### src/bcpg_pkg.sv
// Package for the BCube parallel path generator.
// Shared constants, status codes and the front-to-back descriptor type.
// No dependencies.
package bcpg_pkg;

    localparam int MaxLevels = 4;
    localparam int MaxRadix  = 16;
    localparam int IdW       = 16;
    localparam int DigW      = 4;
    localparam int LvlW      = 2;
    localparam int QDepth    = 2;

    localparam logic [1:0] ST_OK    = 2'd0;
    localparam logic [1:0] ST_EQUAL = 2'd1;
    localparam logic [1:0] ST_RANGE = 2'd2;

    // APB register indexes
    localparam logic [0:0] REG_RADIX = 1'b0;
    localparam logic [0:0] REG_TOP   = 1'b1;

    // Request descriptor passed from the front to the back
    typedef struct packed {
        logic [1:0]                 status;
        logic [IdW-1:0]             source;
        logic [MaxLevels-1:0][DigW-1:0] sd;
        logic [MaxLevels-1:0][DigW-1:0] dd;
        logic [LvlW-1:0]            top;
        logic [4:0]                 radix;
    } t_desc;

    typedef enum logic [2:0] {
        FS_IDLE, FS_CHECK, FS_SPLIT, FS_PUSH
    } t_fstate;

    typedef enum logic [2:0] {
        BS_IDLE, BS_PATH, BS_HOP, BS_COMPOSE, BS_EMIT
    } t_bstate;

endpackage

### src/bcpg_front.sv
// Front part: accepts a request, checks ranges, splits both ids into digits.
// Depends on bcpg_pkg. Each digit comes from a restoring divide by the radix,
// one quotient bit a cycle, for both ids together.
module bcpg_front import bcpg_pkg::*; (
    input  logic             i_clk,
    input  logic             i_rst_n,
    input  logic             i_start,
    input  logic [IdW-1:0]   i_source_id,
    input  logic [IdW-1:0]   i_dest_id,
    input  logic [4:0]       i_radix,
    input  logic [LvlW-1:0]  i_top,
    input  logic             i_q_full,
    output logic             o_busy,
    output logic             o_push,
    output t_desc            o_desc
);

    t_fstate r_st, n_st;
    logic [IdW-1:0]  r_src, r_dst, r_a, r_b;
    logic [4:0]      r_n;
    logic [LvlW-1:0] r_k, r_i;
    logic [1:0]      r_status;
    logic [16:0]     r_total;
    logic [MaxLevels-1:0][DigW-1:0] r_sd, r_dd;
    logic [3:0]      r_bit;
    logic [DigW-1:0] r_ra, r_rb;

    // one restoring divide step by n for both ids; remainder stays below n
    logic [DigW:0]  tra, trb, nra, nrb;
    logic           qa_bit, qb_bit;
    logic [20:0]    tot_mul;
    always_comb begin
        tra     = {r_ra, r_a[IdW-1]};
        trb     = {r_rb, r_b[IdW-1]};
        qa_bit  = (tra >= r_n);
        qb_bit  = (trb >= r_n);
        nra     = qa_bit ? (tra - r_n) : tra;
        nrb     = qb_bit ? (trb - r_n) : trb;
        tot_mul = 21'(r_total) * 21'(r_n);
    end

    // state register
    always_ff @(posedge i_clk) begin
        if (!i_rst_n) r_st <= FS_IDLE;
        else          r_st <= n_st;
    end

    always_comb begin
        n_st = r_st;
        unique case (r_st)
            FS_IDLE:  if (i_start) n_st = FS_CHECK;
            FS_CHECK: if (r_i == r_k) n_st = FS_SPLIT;
            FS_SPLIT: if (r_status != ST_OK ||
                          (r_i == r_k && r_bit == 4'(IdW - 1))) n_st = FS_PUSH;
            FS_PUSH:  if (!i_q_full) n_st = FS_IDLE;
            default:  n_st = FS_IDLE;
        endcase
    end

    // datapath
    always_ff @(posedge i_clk) begin
        unique case (r_st)
            FS_IDLE: if (i_start) begin
                r_src   <= i_source_id;
                r_dst   <= i_dest_id;
                r_a     <= i_source_id;
                r_b     <= i_dest_id;
                r_n     <= (i_radix < 5'd2) ? 5'd2 :
                           (i_radix > 5'(MaxRadix)) ? 5'(MaxRadix) : i_radix;
                r_k     <= i_top;
                r_i     <= '0;
                r_total <= 17'd1;
                r_sd    <= '0;
                r_dd    <= '0;
                r_bit   <= '0;
                r_ra    <= '0;
                r_rb    <= '0;
            end
            FS_CHECK: begin
                // total = n^(k+1) built one factor a cycle; saturates above 2^16
                r_total <= (tot_mul > 21'h10000) ? 17'h10000 : 17'(tot_mul);
                if (r_i == r_k) begin
                    r_i <= '0;
                    if (17'(r_src) >= ((tot_mul > 21'h10000) ? 17'h10000 : 17'(tot_mul)) ||
                        17'(r_dst) >= ((tot_mul > 21'h10000) ? 17'h10000 : 17'(tot_mul)))
                        r_status <= ST_RANGE;
                    else if (r_src == r_dst)
                        r_status <= ST_EQUAL;
                    else
                        r_status <= ST_OK;
                end else begin
                    r_i <= r_i + 1'b1;
                end
            end
            FS_SPLIT: begin
                // quotient bits shift in from the bottom as dividend bits leave the top
                r_a   <= {r_a[IdW-2:0], qa_bit};
                r_b   <= {r_b[IdW-2:0], qb_bit};
                r_bit <= r_bit + 1'b1;
                if (r_bit == 4'(IdW - 1)) begin
                    r_sd[r_i] <= nra[DigW-1:0];
                    r_dd[r_i] <= nrb[DigW-1:0];
                    r_ra      <= '0;
                    r_rb      <= '0;
                    if (r_i != r_k) r_i <= r_i + 1'b1;
                end else begin
                    r_ra <= nra[DigW-1:0];
                    r_rb <= nrb[DigW-1:0];
                end
            end
            default: ;
        endcase
    end

    assign o_busy = (r_st != FS_IDLE);
    assign o_push = (r_st == FS_PUSH) && !i_q_full;
    assign o_desc = '{status: r_status, source: r_src, sd: r_sd, dd: r_dd,
                      top: r_k, radix: r_n};

endmodule

### src/bcpg_queue.sv
// Two-entry descriptor queue between front and back.
// Depends on bcpg_pkg.
module bcpg_queue import bcpg_pkg::*; (
    input  logic  i_clk,
    input  logic  i_rst_n,
    input  logic  i_push,
    input  t_desc i_desc,
    input  logic  i_pop,
    output logic  o_full,
    output logic  o_empty,
    output t_desc o_desc
);

    t_desc r_mem [QDepth];
    logic  r_wp, r_rp;
    logic [1:0] r_cnt;

    always_ff @(posedge i_clk) begin
        if (!i_rst_n) begin
            r_wp <= 1'b0; r_rp <= 1'b0; r_cnt <= '0;
        end else begin
            if (i_push) r_wp <= ~r_wp;
            if (i_pop)  r_rp <= ~r_rp;
            r_cnt <= r_cnt + {1'b0, i_push} - {1'b0, i_pop};
        end
    end

    always_ff @(posedge i_clk) begin
        if (i_push) r_mem[r_wp] <= i_desc;
    end

    assign o_full  = (r_cnt == 2'(QDepth));
    assign o_empty = (r_cnt == 2'd0);
    assign o_desc  = r_mem[r_rp];

endmodule

### src/bcpg_back.sv
// Back part: walks the paths of one descriptor and emits one hop per word.
// Depends on bcpg_pkg. Server ids are recomposed Horner style, one digit a cycle.
module bcpg_back import bcpg_pkg::*; (
    input  logic            i_clk,
    input  logic            i_rst_n,
    input  logic            i_empty,
    input  t_desc           i_desc,
    output logic            o_pop,
    output logic            o_valid,
    output logic [1:0]      o_path_index,
    output logic [2:0]      o_hop_index,
    output logic [IdW-1:0]  o_server_id,
    output logic [1:0]      o_changed_level,
    output logic            o_last_of_path,
    output logic            o_last,
    output logic [1:0]      o_status
);

    t_bstate r_st, n_st;
    t_desc   r_d;
    logic [MaxLevels-1:0][DigW-1:0] r_cur;
    logic [LvlW-1:0] r_lvl;     // path level being served
    logic [LvlW-1:0] r_t;       // step within path
    logic [LvlW-1:0] r_pos;     // level changed for this hop
    logic [LvlW-1:0] r_ci;      // compose index
    logic [IdW-1:0]  r_acc;
    logic [1:0]      r_path;
    logic [2:0]      r_hop;

    logic            r_valid;
    logic [1:0]      r_o_path, r_o_lvl, r_o_st;
    logic [2:0]      r_o_hop;
    logic [IdW-1:0]  r_o_srv;
    logic            r_o_lop, r_o_last;

    // position for step t: (lvl - t) mod (k+1)
    logic [LvlW:0] pos_raw;
    logic [LvlW-1:0] pos;
    always_comb begin
        pos_raw = {1'b0, r_lvl} - {1'b0, r_t};
        pos = pos_raw[LvlW] ? LvlW'(pos_raw + {1'b0, r_d.top} + 1'b1) : pos_raw[LvlW-1:0];
    end

    // any remaining step in this path still differs; r_t already points past
    // the hop being emitted, so steps t..k are checked
    logic more_in_path;
    logic [LvlW:0] p2_raw;
    always_comb begin
        more_in_path = 1'b0;
        p2_raw = '0;
        for (int s = 1; s < MaxLevels; s++) begin
            if (LvlW'(s) >= r_t && LvlW'(s) <= r_d.top) begin
                p2_raw = {1'b0, r_lvl} - (LvlW+1)'(s);
                if (p2_raw[LvlW]) p2_raw = p2_raw + {1'b0, r_d.top} + 1'b1;
                if (r_cur[p2_raw[LvlW-1:0]] != r_d.dd[p2_raw[LvlW-1:0]])
                    more_in_path = 1'b1;
            end
        end
    end

    // any lower level below lvl with differing digits -> another path
    logic more_paths;
    always_comb begin
        more_paths = 1'b0;
        for (int s = 0; s < MaxLevels; s++)
            if (LvlW'(s) < r_lvl && r_d.sd[s] != r_d.dd[s]) more_paths = 1'b1;
    end

    logic [20:0] mac;
    assign mac = 21'(r_acc) * 21'(r_d.radix) + 21'(r_cur[r_ci]);

    always_ff @(posedge i_clk) begin
        if (!i_rst_n) r_st <= BS_IDLE;
        else          r_st <= n_st;
    end

    always_comb begin
        n_st  = r_st;
        o_pop = 1'b0;
        unique case (r_st)
            BS_IDLE: if (!i_empty) begin
                o_pop = 1'b1;
                n_st  = BS_PATH;
            end
            BS_PATH: begin
                if (r_d.status != ST_OK) n_st = BS_IDLE;
                else if (r_d.sd[r_lvl] != r_d.dd[r_lvl]) n_st = BS_HOP;
            end
            BS_HOP: begin
                if (r_cur[pos] != r_d.dd[pos]) n_st = BS_COMPOSE;
                else if (r_t == r_d.top) n_st = BS_PATH;
            end
            BS_COMPOSE: if (r_ci == '0) n_st = BS_EMIT;
            BS_EMIT: begin
                if (!more_in_path) n_st = more_paths ? BS_PATH : BS_IDLE;
                else n_st = BS_HOP;
            end
            default: n_st = BS_IDLE;
        endcase
    end

    always_ff @(posedge i_clk) begin
        if (!i_rst_n) r_valid <= 1'b0;
        else r_valid <= (r_st == BS_PATH && (r_d.status != ST_OK ||
                         r_d.sd[r_lvl] != r_d.dd[r_lvl])) ||
                        (r_st == BS_COMPOSE && r_ci == '0);
    end

    always_ff @(posedge i_clk) begin
        unique case (r_st)
            BS_IDLE: if (!i_empty) begin
                r_d    <= i_desc;
                r_lvl  <= i_desc.top;
                r_path <= '0;
            end
            BS_PATH: begin
                if (r_d.status != ST_OK) begin
                    r_o_path <= '0; r_o_hop <= '0; r_o_srv <= r_d.source;
                    r_o_lvl <= '0; r_o_lop <= 1'b0; r_o_last <= 1'b1;
                    r_o_st <= r_d.status;
                end else if (r_d.sd[r_lvl] != r_d.dd[r_lvl]) begin
                    r_cur <= r_d.sd;
                    r_t   <= '0;
                    r_hop <= 3'd1;
                    r_o_path <= r_path; r_o_hop <= '0; r_o_srv <= r_d.source;
                    r_o_lvl <= '0; r_o_lop <= 1'b0; r_o_last <= 1'b0;
                    r_o_st <= ST_OK;
                end else begin
                    r_lvl <= r_lvl - 1'b1;
                end
            end
            BS_HOP: begin
                if (r_cur[pos] != r_d.dd[pos]) begin
                    r_cur[pos] <= r_d.dd[pos];
                    r_pos <= pos;
                    r_ci  <= r_d.top;
                    r_acc <= '0;
                end
                r_t <= r_t + 1'b1;
            end
            BS_COMPOSE: begin
                r_acc <= mac[IdW-1:0];
                if (r_ci == '0) begin
                    r_o_path <= r_path; r_o_hop <= r_hop; r_o_srv <= mac[IdW-1:0];
                    r_o_lvl <= r_pos; r_o_st <= ST_OK;
                    r_o_lop <= !more_in_path;
                    r_o_last <= !more_in_path && !more_paths;
                end else begin
                    r_ci <= r_ci - 1'b1;
                end
            end
            BS_EMIT: begin
                r_hop <= r_hop + 1'b1;
                if (!more_in_path) begin
                    r_path <= r_path + 1'b1;
                    r_lvl  <= r_lvl - 1'b1;
                end
            end
            default: ;
        endcase
    end

    assign o_valid         = r_valid;
    assign o_path_index    = r_o_path;
    assign o_hop_index     = r_o_hop;
    assign o_server_id     = r_o_srv;
    assign o_changed_level = r_o_lvl;
    assign o_last_of_path  = r_o_lop;
    assign o_last          = r_o_last;
    assign o_status        = r_o_st;

endmodule

### src/bcube_parallel_path_generator.sv
// Top level of the BCube parallel path generator.
// Depends on bcpg_pkg, bcpg_front, bcpg_queue, bcpg_back.
//
// A request (source, destination) is taken when start is high and busy
// low. The front runs the range check and then splits both ids digit by
// digit (an equal or out-of-range request skips the split), then hands a
// descriptor to a two-entry queue, waiting while it is full; the back emits
// each hop as a one-cycle o_valid word, rebuilding each server id one digit
// a cycle, and starts each path with a source word. The receiver cannot
// stall; status words (equal ids, out of range) come as a single word with
// o_last set.
module bcube_parallel_path_generator import bcpg_pkg::*; (
    input  logic            i_clk,
    input  logic            i_rst_n,
    input  logic            start,
    output logic            busy,
    input  logic [15:0]     i_source_id,
    input  logic [15:0]     i_dest_id,
    output logic            o_valid,
    output logic [1:0]      o_path_index,
    output logic [2:0]      o_hop_index,
    output logic [15:0]     o_server_id,
    output logic [1:0]      o_changed_level,
    output logic            o_last_of_path,
    output logic            o_last,
    output logic [1:0]      o_status,
    input  logic            psel,
    input  logic            penable,
    input  logic            pwrite,
    input  logic [2:0]      paddr,
    input  logic [31:0]     pwdata,
    output logic [31:0]     prdata,
    output logic            pready
);

    logic [4:0]      r_radix;
    logic [LvlW-1:0] r_top;
    logic            f_busy, push, pop, q_full, q_empty;
    t_desc           f_desc, q_desc;

    // configuration registers
    always_ff @(posedge i_clk) begin
        if (!i_rst_n) begin
            r_radix <= 5'd4;
            r_top   <= 2'd1;
        end else if (psel && penable && pwrite && paddr[1:0] == 2'b00) begin
            if (paddr[2] == REG_RADIX) r_radix <= pwdata[4:0];
            else                       r_top   <= pwdata[1:0];
        end
    end

    always_comb begin
        prdata = '0;
        if (paddr[1:0] == 2'b00) begin
            if (paddr[2] == REG_RADIX) prdata = {27'd0, r_radix};
            else                       prdata = {30'd0, r_top};
        end
    end
    assign pready = 1'b1;
    assign busy   = f_busy;

    bcpg_front u_front (
        .i_clk, .i_rst_n, .i_start(start), .i_source_id, .i_dest_id,
        .i_radix(r_radix), .i_top(r_top), .i_q_full(q_full),
        .o_busy(f_busy), .o_push(push), .o_desc(f_desc)
    );

    bcpg_queue u_queue (
        .i_clk, .i_rst_n, .i_push(push), .i_desc(f_desc), .i_pop(pop),
        .o_full(q_full), .o_empty(q_empty), .o_desc(q_desc)
    );

    bcpg_back u_back (
        .i_clk, .i_rst_n, .i_empty(q_empty), .i_desc(q_desc), .o_pop(pop),
        .o_valid, .o_path_index, .o_hop_index, .o_server_id, .o_changed_level,
        .o_last_of_path, .o_last, .o_status
    );

endmodule

### config.mk
export PLATFORM = sky130hd
export DESIGN_NAME = bcube_parallel_path_generator
export DESIGN_NICKNAME = d
export VERILOG_FILES = /design/src/bcpg_pkg.sv /design/src/bcpg_front.sv /design/src/bcpg_queue.sv /design/src/bcpg_back.sv /design/src/bcube_parallel_path_generator.sv
export SDC_FILE = /design/constraint.sdc
export NUM_CORES = 1
export LEC_CHECK = 0
export BUFFER_PORTS_ARGS = -buffer_cell sky130_fd_sc_hd__buf_2
export CORE_ASPECT_RATIO = 0.6
export CORE_MARGIN = 2
export CORE_UTILIZATION = 45
export CTS_CLUSTER_SIZE = 12
export DETAILED_ROUTE_END_ITERATION = 7
export SLEW_MARGIN = 20
export SYNTH_ARGS = -nofsm -noshare
export SYNTH_HDL_FRONTEND = slang
export SYNTH_SLANG_ARGS = --single-unit
### constraint.sdc
create_clock -name i_clk -period 9.5 [get_ports i_clk]
set_clock_uncertainty 0.15 [all_clocks]
set_input_delay 1.425 -clock i_clk [delete_from_list [all_inputs] [get_ports i_clk]]
set_output_delay 1.425 -clock i_clk [all_outputs]
set_load 0.005 [all_outputs]
# --- Yosys cells after proc, flatten, opt, wreduce, memory -nomap -nowiden ---
# Memory sizes are Yosys's and may differ from the RTL's. A register that Yosys moved wholly into a read port is not among the register bits.
# Index checks and enable logic that the tools add are counted.
totals:
  ff_bits: 283
  word_cells: 359
  out_inout_bits: 62
  ramBits: 114
  in_bits: 73
  n_memories: 1
mem_list:
  columns: ["name", "words", "width", "read_ports", "rd_clocked_by_memory_dff", "wr", "line_no", "source"]
  rows:
  - ["u_queue.r_mem", 2, 57, 1, 1, 1, "bcpg_queue.sv:14", "t_desc r_mem [QDepth];"]
op_classes:
  n_eq_ne: 38
  order_cmp: 26
  n_bitwise: 4
  multipliers: 2
  addsub: 24
  muxes: 143
  n_reduce_logical: 62
ops:
  columns: ["cell", "n"]
  rows:
  - ["case mux 16 bit (2 select lines)", 7]
  - ["two-way mux 16 bit", 12]
  - ["binary-select mux 4 bit (select 2 bit)", 11]
  - ["two-way mux 4 bit", 18]
  - ["two-way mux 2 bit", 28]
  - ["bitwise mux 16 bit", 3]
  - ["two-way mux 3 bit", 16]
  - ["inequality test 4 bit", 9]
  - ["greater-or-equal comparator 16 x 17 -> 1 bit", 2]
  - ["two-way mux 17 bit", 2]
  - ["case mux 17 bit (2 select lines)", 1]
  - ["case mux 2 bit (2 select lines)", 6]
  - ["case mux 4 bit (2 select lines)", 3]
  - ["two-way mux 1 bit", 23]
  - ["> comparator 21 x 17 -> 1 bit (second input constant)", 1]
  - ["less-than comparator 2 x 3 -> 1 bit (second input constant)", 7]
  - ["multiplier 17 x 5 -> 21 bit", 1]
  - ["AND reduction 2 bit", 9]
  - ["AND reduction 3 bit", 6]
  - ["nonzero test 2 bit", 9]
  - ["logical AND 1 bit", 17]
  - ["adder 16 x 4 -> 16 bit", 1]
  - ["demux 4 bit (select 2 bit)", 2]
  - ["== test 16 bit", 1]
  - ["48 further kinds", 104]

# --- Depth between registers and ports, before layout ---
# Gate-level depths: netlist of the first run.
logic_depth:
  depth_word: 18
  mapped_depth: 29
  ltp_nobuf: 25

# --- Hierarchy ---
# Synthesis of the first run repeated with hierarchy kept, for this count alone.
hier_totals:
  cells_unflattened: 1871
  hier_area_um2: 22952.0
by_module_without_submodules:
  columns: ["module", "seq_area_each_um2", "area_per_inst_um2", "cells_each", "n_inst"]
  rows:
  - ["bcpg_front", 4124.0, 9755.6, 905, 1]
  - ["bcpg_back", 3953.8, 8137.8, 698, 1]
  - ["bcpg_queue", 3523.4, 4458.0, 198, 1]
  - ["bcube_parallel_path_generator", 140.1, 600.6, 70, 1]

# --- Worst setup path after synthesis of the first run ---
# OpenSTA, ideal clock, no wires.
synth_timing:
  kind: "register -> register"
  startpoint: "register u_front.r_n[4]"
  endpoint: "register u_front.r_status[0], data pin"
  path_stages_with_launch: 28
  path_buffers: 3
  t_required_ns: 9.086
  arrival_ns: 6.675
  period_less_slack_ns: 7.089
  path_slack_ns: 2.411
  setup_ns: 0.264
  cell_sequence: "edfxtp_1 -> clkbuf_1 -> and2_1 -> fa_1 -> fa_1 -> inv_1 -> fa_1 -> inv_1 -> ha_1 -> and3_4 -> a221oi_4 -> xnor2_1 -> or4_1 -> or4_1 -> or4b_1 -> a21oi_2 -> buf_4 -> buf_6 -> nand2_1 -> ha_1 -> nor2b_1 -> o21a_1 -> o21a_1 -> o21ai_0 -> a211oi_1 -> o221ai_1 -> a311oi_1 -> nor2_1"
synth_via:
  elab_chain_cells: 5
  elab_cells_between_ends: 6
  cone_classes: "mul: 1; order compare: 3; mux: 1; reduce/logical: 1"
synth_lines:
  columns: ["item", "line_no", "source"]
  rows:
  - ["from (decl)", "bcpg_front.sv:20", "logic [4:0] r_n;"]
  - ["from (signal assigned)", "bcpg_front.sv:68", "r_n <= (i_radix < 5'd2) ? 5'd2 :"]
  - ["multiplier 17 x 5 -> 21 bit *", "bcpg_front.sv:39", "tot_mul = 21'(r_total) * 21'(r_n);"]
  - ["> comparator 21 x 17 -> 1 bit", "bcpg_front.sv:84, bcpg_front.sv:85", null]
  - ["two-way mux 17 bit *", "bcpg_front.sv:84, bcpg_front.sv:85", null]
  - ["greater-or-equal comparator 16 x 17 -> 1 bit (on tied branches)", "bcpg_front.sv:84, bcpg_front.sv:85", null]
  - ["logical OR 1 bit *", "bcpg_front.sv:84", "if (17'(r_src) >= ((tot_mul > 21'h10000) ? 17'h10000 : 17'(tot_mul)) ||"]
  - ["to (signal assigned)", "bcpg_front.sv:86", "r_status <= ST_RANGE;"]
  - ["to (signal assigned)", "bcpg_front.sv:88", "r_status <= ST_EQUAL;"]
  - ["to (signal assigned)", "bcpg_front.sv:90", "r_status <= ST_OK;"]
  - ["to (decl)", "bcpg_front.sv:22", "logic [1:0] r_status;"]
# Mark *: on every way between the ends. The rest lies on a longest branch, timed or not.
# A chain may end at the register's enable or synchronous reset.

# --- Worst setup path in the final report of the first run ---
layout_timing:
  startpoint: "register u_front.r_n[3]"
  endpoint: "register u_front.r_status[0], data pin"
# Same word-level chain as after synthesis.

==> results of run 1 <==
per-stage QoR:
stage | std cells | util [%] | hold WS [ps] | setup slack (ps) | cell area, µm²
5_1_grt | 2517 | 49.8 | 329 | 345 | 24500
3_3_place_gp | 2451 | 47.5 | 305 | 999 | 23400
3_5_place_dp | 2451 | 47.5 | 307 | 749 | 23400
4_1_cts | 2517 | 49.8 | 321 | 738 | 24500
2_1_floorplan | 1796 | - | 280 | 2410 | 22400
6_report | 2518 | 49.8 | 322 | 885 | 24500
placed cells by master (no fill, tap or decap), drive strengths merged, types with 27 or more instances in the layout:
cell type,netlist,layout
nor2b,28,28
conb,2,28
and3,33,33
nor2,103,103
nor3,27,27
ha,123,123
a21oi,38,38
inv,141,141
xnor2,34,34
a21o,34,34
fa,85,85
buf,33,90
xor2,58,58
edfxtp,379,379
a211oi,28,28
and2,100,100
o21ai,30,30
mux2,92,92
clkbuf,52,58
nand2,132,132
mux2i,37,37
final cells by class:
cell class	instances	area [µm²]	area share, %
flip-flops and latches	397	11700	47.9
multi-input cells	1173	9790	39.9
clock buffers	58	1100	4.49
well taps	650	813	3.32
inverters	141	529	2.16
repair buffers	90	478	1.95
clock inverters	8	46.3	0.189
diodes	1	2.50	0.0102
metal layers:
layer	vias up	share of wire (%)	track usage, %
met4	0	1.3	3.33
met1	6781	54	33.3
met2	415	38	25.2
met3	53	6.7	3.49
li1	6390	-	-
met5	-	0	0
Yosys cell counts (7+ instances only):
master,n,area (µm²)
o211ai_1,7,52.6
clkbuf_1,51,191
nand3_1,16,80.1
and3_1,32,200
nor2_1,103,387
a211oi_1,27,203
ha_1,123,1540
xor2_1,58,508
mux2_2,92,1040
edfxtp_1,379,11400
mux4_2,7,158
o21a_1,7,52.6
nor3_1,27,135
dfxtp_1,18,360
xnor2_1,34,298
mux2i_1,37,370
nand2_1,132,495
nor4_1,13,81.3
and2_1,100,626
nand4_1,10,62.6
fa_1,85,1700
nand2b_1,18,113
buf_4,30,225
o21ai_0,29,145
a21o_1,34,255
a22o_1,15,131
a21oi_1,37,185
inv_1,141,529
nor2b_1,28,175
kinds of logic (layout without fill, tap and decap cells):
kind of cell / Yosys count / after routing / synth area share [%]
simple gates: 502 / 502 / 11.3
flops: 397 / 397 / 52.5
buf+inv: 226 / 297 / 4.34
fa+ha+maj: 208 / 208 / 14.5
compound gates: 206 / 206 / 6.53
mux: 136 / 136 / 7.00
xor+xnor: 93 / 93 / 3.71
other cells: 2 / 29 / 0.0336
flip-flops by register name (all words and copies together) (netlist names), 3 cells and up, named ones only:
signal and count:
u_front.r_total 17, u_front.r_b 16, u_front.r_dst 16, u_back.r_hop 3, u_back.o_server_id 16, u_front.r_n 5, u_front.r_bit 4, u_back.o_hop_index 3
r_radix 5, u_back.r_acc 16, u_back.r_d 57, u_front.o_desc 32, u_back.r_st 3, u_queue.r_mem 114, u_front.r_a 16, u_front.r_ra 4
u_front.r_rb 4, u_front.r_src 16, u_back.r_cur 16
worst register-to-register path, stage by stage (launching register included):
cell       delay, ps
edfxtp_1         870
and2_1           270
fa_1             460
fa_1             560
inv_1             60
fa_1             540
inv_1             50
ha_1             380
and3_4           230
a221o_1          370
a2111oi_1        840
o21ai_0          300
xnor2_1          230
or4b_1           540
a21oi_2          570
nand2_1          220
ha_1             340
nor2b_1          140
o21a_1           140
o21a_1           110
o21ai_0           80
a211oi_1         220
o221ai_1         140
a311oi_1         430
nor2_1           100
how the worst max path moves through the flow:
stage	from	end	slack, ps	cells past startpoint
6_report	u_front.r_n[3]$_SDFFCE_PP0P_	u_front.r_status[0]$_SDFFCE_PP0P_	890	24
5_1_grt	u_front.r_n[2]$_SDFFCE_PP0P_	u_front.r_status[0]$_SDFFCE_PP0P_	350	24
4_1_cts	u_front.r_n[3]$_SDFFCE_PP0P_	u_front.r_status[0]$_SDFFCE_PP0P_	740	24
3_5_place_dp	u_front.r_n[3]$_SDFFCE_PP0P_	u_front.r_status[0]$_SDFFCE_PP0P_	750	24
3_3_place_gp	u_front.r_n[3]$_SDFFCE_PP0P_	u_front.r_status[0]$_SDFFCE_PP0P_	1000	24
2_1_floorplan	u_front.r_n[4]$_SDFFCE_PP0P_	u_front.r_status[0]$_SDFFCE_PP0P_	2410	27
==> flow_metrics.env, run 1 <==
export IMPL_cp_slowest_stage_delay_ps=870
export IMPL_reg2reg_slack_ps=890
export IMPL_post_cts_resize_count=0
export IMPL_coreArea_um2=49200
export IMPL_status="finished, final reports clean"
export IMPL_hpwl_um=36100
export IMPL_synth_flop_cell="edfxtp_1"
export IMPL_path_common_cell="fa_1"
export IMPL_routedWlPerCell_um=19.6
export IMPL_wl_um=49500
export IMPL_clockBufferDepth=3
export IMPL_drtPass1Iterations=8
export IMPL_grt_pass1_wl_um=77200
export IMPL_tightest_slew_ps=1090
export IMPL_start_kind="register"
export IMPL_fmax_mhz=116
export IMPL_relSlewSlack_pct=26.8
export IMPL_fin_tns_setup_ps=0
export IMPL_cts_setup_buffers=0
export IMPL_fill_cells=4351
export IMPL_cts_tree="built"
export IMPL_max_cap_violations=0
export IMPL_rows=63
export IMPL_grt_max_degree=61
export IMPL_grt_antenna_before_repair=3
export IMPL_critical_path_cell_chain="and2_1 > fa_1 > fa_1 > inv_1 > fa_1 > inv_1 > ha_1 > and3_4 > a221o_1 > a2111oi_1 > o21ai_0 > xnor2_1 > or4b_1 > a21oi_2 > nand2_1 > ha_1 > nor2b_1 > o21a_1 > o21a_1 > o21ai_0 > a211oi_1 > o221ai_1 > a311oi_1 > nor2_1"
export IMPL_syn_area_per_cell_um2=12.6
export IMPL_postSynth_asyncResetShare_pct=0
export IMPL_crit_path_end_kind="register"
export IMPL_setup_viol=0
export IMPL_min_period_over_period_pct=90.7
export IMPL_r2r_start="u_front.r_n[3]$_SDFFCE_PP0P_"
export IMPL_htree_num_levels=2
export IMPL_boundaryPins=135
export IMPL_fin_nets=2125
export IMPL_hold_path_class="reg2reg"
export IMPL_cp_slowest_cell="edfxtp_1"
export IMPL_cts_sinks=397
export IMPL_root_buffer="clkbuf_16"
export IMPL_min_delay_start="u_front.o_desc[20]$_SDFFCE_PN0P_"
export IMPL_critPathTopFamily="compound AO/OA/AOI/OAI gates"
export IMPL_numCtsBuffers=41
export IMPL_syn_area_um2=22300
export IMPL_die_height_um=177
export IMPL_die_w_um=292
export IMPL_layout_drive_gt1_share_pct=13.6
export IMPL_postRouteAntennaNets=0
export IMPL_drtIter0Drc=1175
export IMPL_yosys_register_bits=397
export IMPL_rsz0062_at_grt="no"
export IMPL_initial_utilization_pct=45.4
export IMPL_worstSetupPathType="reg2reg"
export IMPL_viasPerCell=5.42
export IMPL_path_max_fanout=20
export IMPL_syn_instance_count=1770
export IMPL_path_clk_slew_ps=60
export IMPL_io_buffers=79
export IMPL_place_congestion=0.840
export IMPL_grt_use_total_pct=19.5
export IMPL_min_path_cells=0
export IMPL_ys_warnings_count=0
export IMPL_postCtsHoldBufs=0
export IMPL_rr_worst_depth=24
export IMPL_hold_violations=0
export IMPL_clk_latency_ps=530
export IMPL_vias=13639
export IMPL_cp_num_buf_inv=2
export IMPL_fin_crit_ps=8610
export IMPL_synth_edf_count=379
export IMPL_drc=0
export IMPL_area_growth_pct=9.65
export IMPL_cp_required_ps=9620
export IMPL_synth_seq_area_share_pct=52.5
export IMPL_die_area_um2=51500
export IMPL_whs_endpoint="u_queue.r_mem[0][20]$_DFFE_PP_"
export IMPL_finalMaxSlewViolations=0
export IMPL_reg2reg_to="u_front.r_status[0]$_SDFFCE_PP0P_"
export IMPL_crit_arrival_ps=8740
export IMPL_yosys_cell_types_count=76
export IMPL_overflow=0
export IMPL_grt_pass1_vias=13153
Power of run 1 is not shown: default switching activity piles up to over one toggle a cycle in this logic, so the estimate is an artifact.
==> run 2, diff against run 1 <==
--- a/config.mk
+++ b/config.mk
@@ -11,6 +11,7 @@
 export CORE_UTILIZATION = 45
 export CTS_CLUSTER_SIZE = 12
 export DETAILED_ROUTE_END_ITERATION = 7
+export REMOVE_ABC_BUFFERS = 1
 export SLEW_MARGIN = 20
 export SYNTH_ARGS = -nofsm -noshare
 export SYNTH_HDL_FRONTEND = slang
==> run 2 against run 1 <==
Effect of this change: global-route usage increased by 1.1 points; non-clock buffer count increased by 1; maximum frequency decreased by 3.0%; final cell count increased by 0.12%; die area unchanged; setup slack got worse by 260 ps; critical endpoint unchanged.
==> flow_metrics.env, run 2 (synthesis gave the netlist of run 1 again) <==
export IMPL_root_buffer="clkbuf_16"
export IMPL_layout_drive_gt1_share_pct=13.6
export IMPL_max_cap_violations=0
export IMPL_crit_arrival_ps=8990
export IMPL_worstSetupPathType="reg2reg"
export IMPL_initial_utilization_pct=45.4
export IMPL_postCtsHoldBufs=0
export IMPL_min_delay_start="u_front.o_desc[8]$_SDFFCE_PN0P_"
export IMPL_min_path_cells=0
export IMPL_fin_crit_ps=8880
export IMPL_grt_max_degree=60
export IMPL_fmax_mhz=113
export IMPL_final_cell_mix="379 x edfxtp_1, 141 x inv_1, 132 x nand2_1, 122 x ha_1, 102 x nor2_1"
export IMPL_grt_antenna_before_repair=0
export IMPL_whs_endpoint="u_queue.r_mem[0][8]$_DFFE_PP_"
export IMPL_overflow=0
export IMPL_fin_tns_setup_ps=0
export IMPL_path_max_fanout=20
export IMPL_wl_um=52200
export IMPL_setup_viol=0
export IMPL_grt_use_total_pct=20.6
export IMPL_die_area_um2=51500
export IMPL_io_buffers=79
export IMPL_start_kind="register"
export IMPL_clockBufferDepth=3
export IMPL_relSlewSlack_pct=25.7
export IMPL_clk_latency_ps=550
export IMPL_reg2reg_slack_ps=620
export IMPL_cts_setup_buffers=0
export IMPL_highest_layer="met4"
export IMPL_rows=63
export IMPL_r2r_start="u_front.r_n[4]$_SDFFCE_PP0P_"
export IMPL_coreArea_um2=49200
export IMPL_path_clk_slew_ps=60
export IMPL_min_period_over_period_pct=93.4
export IMPL_hold_slack_ps=324
export IMPL_area_growth_pct=9.85
export IMPL_vias=13685
export IMPL_rr_worst_depth=25
export IMPL_wl_met2_um=20200
export IMPL_largest_register="u_queue.r_mem"
export IMPL_cp_slowest_cell="a2111oi_0"
export IMPL_critPathTopFamily="compound AO/OA/AOI/OAI gates"
export IMPL_fill_cells=4363
export IMPL_boundaryPins=135
export IMPL_final_common_cell="edfxtp_1"
export IMPL_routedWlPerCell_um=20.7
export IMPL_tightest_slew_ps=1100
export IMPL_num_antenna_cells=0
export IMPL_path_common_cell="fa_1"
export IMPL_drtIter0Drc=1241
export IMPL_postRouteAntennaNets=0
export IMPL_drc=0
export IMPL_htree_num_levels=2
export IMPL_status="finished, final reports clean"
export IMPL_place_congestion=0.862
export IMPL_numCtsBuffers=40
export IMPL_largest_register_ffs=114
export IMPL_fin_nets=2125
export IMPL_met1_length_um=27400
export IMPL_hold_path_class="reg2reg"
export IMPL_grt_pass1_wl_um=80900
export IMPL_hold_violations=0
export IMPL_crit_path_end_kind="register"
export IMPL_drtPass1Iterations=5
export IMPL_viasPerCell=5.43
export IMPL_hpwl_um=38700
export IMPL_cp_num_buf_inv=3
export IMPL_grt_pass1_vias=13380
export IMPL_die_w_um=292
export IMPL_die_height_um=177
export IMPL_cts_sinks=397
export IMPL_met3_length_um=3710
export IMPL_reg2reg_to="u_front.r_status[0]$_SDFFCE_PP0P_"
export IMPL_cp_required_ps=9610
export IMPL_post_cts_resize_count=0
export IMPL_finalMaxSlewViolations=0
export IMPL_rsz0062_at_grt="no"
export IMPL_cts_tree="built"
export IMPL_cp_slowest_stage_delay_ps=930
==> run 2: cell type report <==
class / count / area, µm² / area share, %
Clock inverter: 5 / 67.6 / 0.275
Sequential cell: 397 / 11700 / 47.9
Tap cell: 650 / 813 / 3.31
Timing Repair Buffer: 91 / 485 / 1.98
Inverter: 141 / 529 / 2.16
Multi-Input combinational cell: 1173 / 9790 / 39.9
Clock buffer: 64 / 1110 / 4.53
==> run 2: stage by stage <==
step                      util, %  setup slack (ps)  instances  instance area [µm²]
final                        49.9               623       2521                24500
after CTS                    49.9               806       2521                24500
after global routing         49.9               119       2521                24500
after global placement       47.5               916       2452                23400
after detailed placement     47.5               865       2452                23400
after floorplan                 -              2230       1711                22000
==> run 2: worst max path at each step <==
stage | startpoint | end | slack (ps) | cells after the start
2_1_floorplan | u_front.r_n[4]$_SDFFCE_PP0P_ | u_front.r_status[0]$_SDFFCE_PP0P_ | 2230 | 24
3_3_place_gp | u_front.r_n[4]$_SDFFCE_PP0P_ | u_front.r_status[0]$_SDFFCE_PP0P_ | 920 | 25
3_5_place_dp | u_front.r_n[4]$_SDFFCE_PP0P_ | u_front.r_status[0]$_SDFFCE_PP0P_ | 860 | 26
4_1_cts | u_front.r_n[4]$_SDFFCE_PP0P_ | u_front.r_status[0]$_SDFFCE_PP0P_ | 810 | 25
5_1_grt | u_front.r_n[4]$_SDFFCE_PP0P_ | u_front.r_status[0]$_SDFFCE_PP0P_ | 120 | 26
6_report | u_front.r_n[4]$_SDFFCE_PP0P_ | u_front.r_status[0]$_SDFFCE_PP0P_ | 620 | 25
==> run 2: worst register-to-register path, stage by stage (launching register included) <==
cell and delay [ps]:
edfxtp_1 870, nand2_1 220, fa_1 580, fa_1 530, fa_1 550, inv_1 40, ha_1 370, and3_4 200
a221o_1 390, a2111oi_0 930, buf_4 260, o21ai_0 140, xnor2_1 220, or4b_1 540, a21oi_2 270, buf_4 270
nand2_1 140, ha_1 330, nand3_1 140, o21bai_1 190, a21oi_1 140, a211oi_1 90, o211ai_1 210, o211ai_1 140
a311oi_1 540, nor2_1 130
==> run 2: per-layer routing <==
metal | track usage (%) | up-vias
li1 | - | 6399
met4 | 4.66 | 0
met2 | 26.7 | 405
met1 | 34.2 | 6825
met3 | 4.31 | 56
met5 | 0 | -
Power of run 2 is left out for the same reason.
